$ cat src/rtl/eth_ipv4_l4_header_parser_top_assert.svh
// assertion macros for the header parser top level
`ifndef ETH_IPV4_L4_HEADER_PARSER_TOP_ASSERT_SVH
`define ETH_IPV4_L4_HEADER_PARSER_TOP_ASSERT_SVH

// same-cycle implication, checked out of reset
`define EIPL4_ASSERT_NOW(lbl, ante, cons, msg) \
  lbl: assert property (@(posedge clk_i) disable iff (!rst_ni) (ante) |-> (cons)) \
    else $error(msg);

// next-cycle implication, checked out of reset
`define EIPL4_ASSERT_NEXT(lbl, ante, cons, msg) \
  lbl: assert property (@(posedge clk_i) disable iff (!rst_ni) (ante) |=> (cons)) \
    else $error(msg);

`endif

$ cat src/rtl/eipl4_pkg.sv
package eipl4_pkg;

  localparam int unsigned MAX_FRAME_BYTES = 65535;
  localparam int unsigned POS_W           = 16;

  localparam logic [15:0] ETHERTYPE_IPV4   = 16'h0800;
  localparam logic [7:0]  PROTO_TCP        = 8'd6;
  localparam logic [7:0]  PROTO_UDP        = 8'd17;
  localparam logic [7:0]  ETH_HDR_BYTES    = 8'd14;
  localparam logic [7:0]  UDP_HDR_BYTES    = 8'd8;
  localparam logic [12:0] FRAG_OFFSET_MASK = 13'h1fff;

  typedef enum logic [2:0] {
    LAYER_NONE = 3'd0,
    LAYER_ETH  = 3'd1,
    LAYER_IPV4 = 3'd2,
    LAYER_TCP  = 3'd3,
    LAYER_UDP  = 3'd4
  } layer_e;

  typedef struct packed {
    logic [7:0] frame_byte;
    logic       frame_end;
  } in_beat_t;

  typedef struct packed {
    logic [2:0]  layer_class;
    logic [47:0] dest_mac;
    logic [47:0] source_mac;
    logic [31:0] source_ip;
    logic [31:0] dest_ip;
    logic [15:0] source_port;
    logic [15:0] dest_port;
    logic [7:0]  tcp_flag_bits;
    logic [1:0]  frag_flag_bits;
    logic [15:0] frag_offset_bytes;
    logic [7:0]  payload_start;
    logic [15:0] payload_bytes;
  } out_beat_t;

  // header fields latched over one frame
  typedef struct packed {
    logic [POS_W-1:0] len;
    logic [47:0]      dmac;
    logic [47:0]      smac;
    logic [15:0]      etype;
    logic [3:0]       ihl;
    logic [7:0]       proto;
    logic [31:0]      sip;
    logic [31:0]      dip;
    logic [15:0]      frag;
    logic [3:0]       doff;
    logic [15:0]      sport;
    logic [15:0]      dport;
    logic [7:0]       flags;
  } frame_hdr_t;

endpackage

$ cat src/rtl/eipl4_field_latch.sv
module eipl4_field_latch
  import eipl4_pkg::*;
(
  input  logic       clk_i,
  input  logic       rst_ni,
  input  logic       accept_i,
  input  in_beat_t   beat_i,
  output frame_hdr_t hdr_o
);

  frame_hdr_t       frame_q, frame_d, nxt;
  logic [POS_W-1:0] pos;
  logic [7:0]       b;
  logic [3:0]       ihl_eff;
  logic [POS_W-1:0] l4;
  logic [POS_W-1:0] r;

  assign pos = frame_q.len;
  assign b   = beat_i.frame_byte;

  always_comb begin
    nxt     = frame_q;
    ihl_eff = (pos == POS_W'(14)) ? b[3:0] : frame_q.ihl;
    l4      = POS_W'(ETH_HDR_BYTES) + {{(POS_W-6){1'b0}}, ihl_eff, 2'b00};
    r       = pos - l4;
    if (pos != POS_W'(MAX_FRAME_BYTES)) begin
      for (int k = 0; k < 6; k++) begin
        if (pos == POS_W'(k))      nxt.dmac[8*(5-k) +: 8] = b;
        if (pos == POS_W'(k + 6))  nxt.smac[8*(5-k) +: 8] = b;
      end
      for (int k = 0; k < 4; k++) begin
        if (pos == POS_W'(k + 26)) nxt.sip[8*(3-k) +: 8] = b;
        if (pos == POS_W'(k + 30)) nxt.dip[8*(3-k) +: 8] = b;
      end
      if (pos == POS_W'(12)) nxt.etype[15:8] = b;
      if (pos == POS_W'(13)) nxt.etype[7:0]  = b;
      if (pos == POS_W'(14)) nxt.ihl         = b[3:0];
      if (pos == POS_W'(20)) nxt.frag[15:8]  = b;
      if (pos == POS_W'(21)) nxt.frag[7:0]   = b;
      if (pos == POS_W'(23)) nxt.proto       = b;
      // layer-4 fields, placed by the header length just seen
      if (pos >= l4) begin
        case (r)
          POS_W'(0):  nxt.sport[15:8] = b;
          POS_W'(1):  nxt.sport[7:0]  = b;
          POS_W'(2):  nxt.dport[15:8] = b;
          POS_W'(3):  nxt.dport[7:0]  = b;
          POS_W'(12): nxt.doff        = b[7:4];
          POS_W'(13): nxt.flags       = b;
          default: ;
        endcase
      end
      nxt.len = pos + POS_W'(1);
    end
  end

  always_comb begin
    frame_d = frame_q;
    if (accept_i) begin
      frame_d = beat_i.frame_end ? '0 : nxt;
    end
  end

  always_ff @(posedge clk_i or negedge rst_ni) begin
    if (!rst_ni) begin
      frame_q <= '0;
    end else begin
      frame_q <= frame_d;
    end
  end

  assign hdr_o = nxt;

endmodule

$ cat src/rtl/eth_ipv4_l4_header_parser_top.sv
// the accepted last byte of a frame goes through the snapshot register, then the result register, to its result beat
// throughput: one frame byte per cycle while in_stall_o is low, set by the field latch stage
// a frame of n bytes yields one result beat, at its last byte only
// reset: the field latch's fields and byte count and the valid flags clear at once;
// snapshot and result payloads are not reset; link_q comes up as 1
module eth_ipv4_l4_header_parser_top
  import eipl4_pkg::*;
(
  input  logic      clk_i,
  input  logic      rst_ni,
  input  logic      in_valid_i,
  output logic      in_stall_o,
  input  in_beat_t  in_data_i,
  output logic      out_valid_o,
  input  logic      out_stall_i,
  output out_beat_t out_data_o,
  input  logic      cfg_we_i,
  input  logic      cfg_wdata_i
);

  `include "eth_ipv4_l4_header_parser_top_assert.svh"

  // config register
  logic link_q, link_d;

  // handshake
  logic in_accept;
  logic snap_adv;
  logic out_load;

  // frame snapshot, taken at the last byte
  frame_hdr_t hdr_next;
  frame_hdr_t snap_q, snap_d;
  logic       snap_valid_q, snap_valid_d;

  // result register
  out_beat_t res;
  out_beat_t out_q, out_d;
  logic      out_valid_q, out_valid_d;

  // classify terms
  logic [7:0]  l4_start;
  logic [7:0]  start;
  logic        is_ipv4;

  assign link_d = cfg_we_i ? cfg_wdata_i : link_q;

  // output side frees a slot when empty or when its beat is taken
  assign out_load   = !out_valid_q || !out_stall_i;
  assign snap_adv   = snap_valid_q && out_load;
  // hold the byte stream only while a finished frame is stuck in the snapshot
  assign in_stall_o = snap_valid_q && !snap_adv;
  assign in_accept  = in_valid_i && !in_stall_o;

  eipl4_field_latch u_latch (
    .clk_i    (clk_i),
    .rst_ni   (rst_ni),
    .accept_i (in_accept),
    .beat_i   (in_data_i),
    .hdr_o    (hdr_next)
  );

  always_comb begin
    snap_d       = snap_q;
    snap_valid_d = snap_valid_q && !snap_adv;
    if (in_accept && in_data_i.frame_end) begin
      snap_d       = hdr_next;
      snap_valid_d = 1'b1;
    end
  end

  // result from the snapshot: class, offsets and gated fields
  always_comb begin
    is_ipv4  = (snap_q.etype == ETHERTYPE_IPV4);
    l4_start = ETH_HDR_BYTES + {2'b00, snap_q.ihl, 2'b00};
    res      = '0;
    start    = ETH_HDR_BYTES;
    if (link_q) begin
      res.dest_mac    = snap_q.dmac;
      res.source_mac  = snap_q.smac;
      res.layer_class = LAYER_ETH;
      if (is_ipv4) begin
        res.source_ip         = snap_q.sip;
        res.dest_ip           = snap_q.dip;
        res.frag_flag_bits    = snap_q.frag[14:13];
        res.frag_offset_bytes = {snap_q.frag[12:0] & FRAG_OFFSET_MASK, 3'b000};
        if (snap_q.proto == PROTO_TCP) begin
          res.layer_class   = LAYER_TCP;
          res.source_port   = snap_q.sport;
          res.dest_port     = snap_q.dport;
          res.tcp_flag_bits = snap_q.flags;
          start             = l4_start + {2'b00, snap_q.doff, 2'b00};
        end else if (snap_q.proto == PROTO_UDP) begin
          res.layer_class = LAYER_UDP;
          res.source_port = snap_q.sport;
          res.dest_port   = snap_q.dport;
          start           = l4_start + UDP_HDR_BYTES;
        end else begin
          res.layer_class = LAYER_IPV4;
          start           = l4_start;
        end
      end
      res.payload_start = start;
      // payload length floors at zero on short frames
      res.payload_bytes = (snap_q.len > {8'b0, start}) ? (snap_q.len - {8'b0, start})
                                                        : 16'd0;
    end
  end

  always_comb begin
    out_d       = out_q;
    out_valid_d = out_valid_q;
    if (out_load) begin
      out_valid_d = snap_valid_q;
      if (snap_valid_q) begin
        out_d = res;
      end
    end
  end

  always_ff @(posedge clk_i or negedge rst_ni) begin
    if (!rst_ni) begin
      link_q       <= 1'b1;
      snap_valid_q <= 1'b0;
      out_valid_q  <= 1'b0;
    end else begin
      link_q       <= link_d;
      snap_valid_q <= snap_valid_d;
      out_valid_q  <= out_valid_d;
    end
  end

  // payload registers, no reset
  always_ff @(posedge clk_i) begin
    snap_q <= snap_d;
    out_q  <= out_d;
  end

  assign out_valid_o = out_valid_q;
  assign out_data_o  = out_q;

  // a last byte always lands in the snapshot
  `EIPL4_ASSERT_NEXT(a_last_to_snap, in_accept && in_data_i.frame_end, snap_valid_q, "last beat lost")
  // an unparsed result carries no offsets
  `EIPL4_ASSERT_NOW(a_none_zero, out_valid_o && out_data_o.layer_class == LAYER_NONE, out_data_o.payload_start == 8'd0 && out_data_o.payload_bytes == 16'd0 && out_data_o.dest_mac == 48'd0, "unparsed beat not zero")
  // plain ethernet payload starts right after the mac header
  `EIPL4_ASSERT_NOW(a_eth_start, out_valid_o && out_data_o.layer_class == LAYER_ETH, out_data_o.payload_start == ETH_HDR_BYTES && out_data_o.source_ip == 32'd0, "bad ethernet payload start")

endmodule

$ cat config.mk
export PLATFORM = sky130hd
export DESIGN_NAME = eth_ipv4_l4_header_parser_top
export DESIGN_NICKNAME = d
export VERILOG_FILES = /design/src/rtl/eipl4_pkg.sv /design/src/rtl/eipl4_field_latch.sv /design/src/rtl/eth_ipv4_l4_header_parser_top.sv
export VERILOG_INCLUDE_DIRS = /design/src /design/src/rtl
export SDC_FILE = /design/constraint.sdc
export NUM_CORES = 1
export LEC_CHECK = 0
export ABC_AREA = 1
export ABC_CLOCK_PERIOD_IN_PS = 17900
export BUFFER_PORTS_ARGS = -buffer_cell sky130_fd_sc_hd__buf_2
export CELL_PAD_IN_SITES_DETAIL_PLACEMENT = 2
export CELL_PAD_IN_SITES_GLOBAL_PLACEMENT = 2
export CORE_UTILIZATION = 39
export CTS_CLUSTER_SIZE = 16
export DETAILED_ROUTE_END_ITERATION = 8
export GPL_ROUTABILITY_DRIVEN = 0
export GPL_TIMING_DRIVEN = 0
export PLACE_DENSITY = 0.75
export SLEW_MARGIN = 15
export SYNTH_ARGS = -nofsm -noshare
export SYNTH_HDL_FRONTEND = slang
export SYNTH_SLANG_ARGS = --single-unit
$ cat constraint.sdc
create_clock -name clk_i -period 17.9 [get_ports clk_i]
set_clock_uncertainty 0.1 [all_clocks]
set_input_delay 2.685 -clock clk_i [delete_from_list [all_inputs] [get_ports clk_i]]
set_output_delay 2.685 -clock clk_i [all_outputs]
set_load 0.01 [all_outputs]
# Word level (Yosys, flattened, before mapping)
# Index checks and enable logic that the tools add are counted.
[totals]
reg_bits = 775
inputBits = 15
output_inout_bits = 247
[classes]
n_addsub = 7
n_lt_le_gt_ge = 2
n_eq_ne = 34
muxes = 45
bitwise = 2
n_reduce_logical = 16
[op_table]
columns = ["cell", "count"]
rows = [
  ["$mux 264", 2],
  ["$mux 8", 34],
  ["$eq 16x4->1 const B", 9],
  ["$eq 16x5->1 const B", 9],
  ["$eq 16x2->1 const B", 4],
  ["$eq 16x3->1 const B", 4],
  ["$mux 32", 2],
  ["$mux 44", 1],
  ["$eq 16x1->1 const B", 2],
  ["$eq 16x6->1 const B", 2],
  ["$logic_not 16->1", 2],
  ["$add 16x1->16 const B", 1],
  ["$eq 16x12->1 const B", 1],
  ["$ge 16x16->1", 1],
  ["$gt 16x8->1", 1],
  ["$ne 16x16->1 const B", 1],
  ["$sub 16x16->16", 1],
  ["$sub 16x8->16", 1],
  ["$add 4x6->7 const A", 2],
  ["$add 7x4->8 const B", 1],
  ["$add 7x6->8", 1],
  ["$eq 8x3->1 const B", 1],
  ["$eq 8x5->1 const B", 1],
  ["$mux 4", 2],
  ["10 further kinds", 20],
]

# Logic depth before layout (Yosys ltp)
[logic_depth]
word_depth = 9
ltp_mapped = 27
depth_no_buf = 27

# By module
# Synthesis repeated with hierarchy kept, for this count alone.
[hier_totals]
hier_cells = 3237
hier_area_um2 = 33953.8
[modules_own_cells]
columns = ["mod", "instances", "cells_per_inst", "area_per_inst_um2"]
rows = [
  ["eth_ipv4_l4_header_parser_top", 1, 1219, 19092.1],
  ["eipl4_field_latch", 1, 2018, 14861.8],
]

# Worst setup path before layout
# Ideal clock, no wire load.
[synth_path]
path_kind = "input-to-reg"
start = "in out_stall_i"
end = "reg out_q, in the netlist out_data_o[0], enable pin"
t_arrival_ns = 14.256
required_ns = 16.875
path_slack_ns = 2.619
path_stages = 1
path_buffers = 0
cell_sequence = "a21oi_1"
[synth_between]
elab_chain_len = 3
[synth_lines]
columns = ["element", "line", "rtl"]
rows = [
  ["start: declaration", "eth_ipv4_l4_header_parser_top.sv:15", "input logic out_stall_i,"],
  ["$logic_not 1->1", "eth_ipv4_l4_header_parser_top.sv:49", "assign out_load = !out_valid_q || !out_stall_i;"],
  ["$logic_or 1x1->1", "eth_ipv4_l4_header_parser_top.sv:49", ""],
  ["$reduce_and 2->1 (no source line)", "n/a", ""],
  ["end signal: assignment", "eth_ipv4_l4_header_parser_top.sv:136", "out_q <= out_d;"],
  ["end: declaration", "eth_ipv4_l4_header_parser_top.sv:38", "out_beat_t out_q, out_d;"],
]
# Every way passes these cells.
# A chain may end at the register's enable or synchronous reset.

==> out/qor.yml <==
status: "finished, final reports clean"
relSlewSlack_pct: 27.9
die_h_um: 293
layout_commonest_cell: "inv_1"
synth_top_flop_cell: "edfxtp_1"
core-area_sq_um: 83700
clkTransAtPathRegs_ns: 0.06
grt_overflow_total: 0
post_cts_resize_count: 0
cts_sinks: 770
drt-pass1-iter-count: 7
clock.fmax_mhz: 154
root_buffer: "clkbuf_16"
port_buffers: 257
cts_made_buffers: 88
syn-cell-area_sq_um: 33000
start_util_pct: 39.4
required_ns: 18.22
grt_pass1_vias: 27700
crit_arrival_ns: 6.82
crit_path_end_kind: "flip-flop"
cts_tree: "done"
worst_r2r_endpoint: "snap_q[9]"
path_cells: "buf_2 > inv_1 > o21ai_0 > inv_1 > ha_1 > inv_1 > xor2_1 > ha_1 > nand3_1 > nand3_2 > nand2_1 > nand2_1 > nand2_1 > nand2_1 > nor2_1 > nand3_2 > nor2_4 > buf_6 > nand3_1 > and2_1"
totalWireLength_um: 108000
grt_max_degree: 81
crit_top_cell: "nand2_1"
die_x_um: 293
synth.avg_cell_area_sq_um: 10.3
dieArea_sq_um: 85700
cap_violations: 0
grt_pass1_wl_um: 165000
h-tree-depth: 3
ys_types: 50
power.density_nw_per_um2: 106
crit_family: "simple AND/OR/NAND/NOR gates"
holdPathStages: 2
clock_latency_ns: 0.66
drc: 0
dp_hpwl_um: 76100
ir_worst_vdd_uv: 71.6
setup_viol: 0
ys_ff_latch: 770
pin_count: 262
slowest_stage: "o21ai_0"
worst_slew_pin_slew_ns: 1.08
cpPeakStageDelay_ns: 0.61
synth-edff-count: 504
hp-class: "flip-flop to flip-flop"
areaGrowthSynthToFinish_pct: 18.6
cts_setup_buffers: 0
drive_above_1_share_pct: 13.4
whs_ns: 0.388
worstSetupPathType: "input pin to flip-flop"
post-route-period-util_pct: 36.3
fillCellCount: 8638
layout_common_cells: "inv_1 (724), nand2_1 (583), edfxtp_1 (504)"
first_iter_violations: 1422
cp_max_fo: 10
vias: 24400
antenna_left: 0
antenna_found_initial: 9
globalRouteTotalUtil_pct: 25.4
wl_per_cell_um: 22.7
hp-start: "u_latch.frame_q[17]"
synthArstFlopShare_pct: 34.5
synthesis.instances: 3198
postLayoutCoreUtil_pct: 46.7
reg2reg_slack_ns: 12.56
ys_warn_count: 0
avgViaCountPerCell: 5.10
maxSlewViolCount: 0
start_kind: "input pin"
rsz0062_at_grt: "false"
ctsHoldBuffers: 0
r2r_start: "u_latch.pos[0]"
rows: 106
hold_end: "u_latch.frame_q[17]"
clockBufferDepth: 3
period_needed_ns: 6.50
critPathBufInv: 5
nets: 3611
synth-seq-area-share_pct: 66.1
hold_violations: 0
reg2reg_depth: 23
p_leak_uw: 0.0195
-- state kept, by name, indices dropped and copies added, names as in the netlist --
| name | cells |
|---|---|
| u_latch.frame_q | 247 |
| u_latch.pos | 16 |
| out_data_o | 241 |
| snap_valid_q | 1 |
| link_q | 1 |
| out_valid_o | 1 |
| snap_q | 263 |
-- area by class of cell --
type                            instances  area (sq um)  area share (%)
Antenna cell                            3          7.51          0.0192
Buffer                                140           607            1.55
Clock buffer                          122          2470            6.32
Clock inverter                         42           348           0.889
Inverter                              736          2770            7.07
Multi-Input combinational cell       1555          7840            20.0
Sequential cell                       770         21800            55.7
Tap cell                             1134          1420            3.63
Timing Repair Buffer                  280          1870            4.78
-- Yosys cell counts (6+ instances only) --
master    number  area [sq um]
a21oi_1       21           105
ha_1          22           275
nand3_1      130           651
nand2_1      583          2190
o22ai_1      212          1330
xnor2_1        7          61.3
xor2_1        10          87.6
or2_2          8          50.1
inv_1        724          2720
dfrtp_1      265          6630
o21ai_0      218          1090
nor2_2         6          37.5
nor2_1       160           601
buf_2         18          90.1
o21ai_1        6          30.0
clkbuf_1     106           398
nor4_1         9          56.3
edfxtp_1     504         15100
inv_2          7          26.3
nor2_4         7          78.8
nand4_1       19           119
nor3b_1       33           248
and2_1        45           282
nor3_1        17          85.1
nand3_4        6           105
-- per-layer routing --
layer  vias to the layer above  wire length [um]  GRT usage (%)
met5                         -                 0              0
met4                         0              3470           9.18
met3                       187              4050           3.19
met2                       535             55800           45.4
met1                     12500             45200           31.4
li1                      11100                 -              -
-- worst max-delay path by stage --
stage | slack, ns | end | from | cells past startpoint
after floorplan | 2.62 | out_data_o[0] | out_stall_i | 1
after global placement | -2.98 | snap_q[110] | out_stall_i | 5
after detailed placement | 10.84 | snap_q[34] | in_data_i[1] | 20
after CTS | 11.46 | snap_q[6] | in_data_i[1] | 20
after global routing | 11.16 | snap_q[9] | in_data_i[1] | 20
final | 11.40 | snap_q[9] | in_data_i[1] | 20
-- power by group --
part	leakage, uW	switching, uW	internal, uW
combinational	0.00953	252	95.4
clock	0.00139	750	1020
sequential	0.00855	30.5	2000
-- cell families after synthesis --
group	share of synthesized area (%)
simple gates	14.2
flops	66.1
buf+inv	10.2
other cells	0.0114
compound gates	8.00
xor+xnor	0.452
fa+ha+maj	1.02
-- worst register-to-register path, stage by stage (launching register included) --
cell and delay, ns:
dfrtp_1 0.43, inv_1 0.20, ha_1 0.24, inv_1 0.19, nor3_1 0.24, nand2_1 0.25, o21ai_0 0.59, inv_1 0.13
ha_1 0.21, inv_1 0.09, xor2_1 0.19, ha_1 0.32, nand3_1 0.14, nand3_2 0.16, nand2_1 0.21, nand2_1 0.07
nand2_1 0.08, nand2_1 0.07, nor2_1 0.16, nand3_2 0.12, nor2_4 0.32, buf_6 0.21, nand3_1 0.15, and2_1 0.23
-- per-stage QoR --
| step | cell area, sq um | TNS [ns] | cells | total power [uW] | setup WS [ns] |
|---|---|---|---|---|---|
| after global routing | 39100 | 0 | 4779 | 4290 | 11.16 |
| final | 39100 | 0 | 4782 | 4150 | 11.40 |
| after CTS | 39100 | 0 | 4779 | 4190 | 11.46 |
| after detailed placement | 36300 | 0 | 4615 | 2410 | 10.84 |
| after global placement | 35700 | -1262.53 | 4592 | 2400 | -2.98 |
| after floorplan | 33000 | 0 | 3201 | 2260 | 2.62 |
Note: power is estimated with default switching activity, not from simulation.
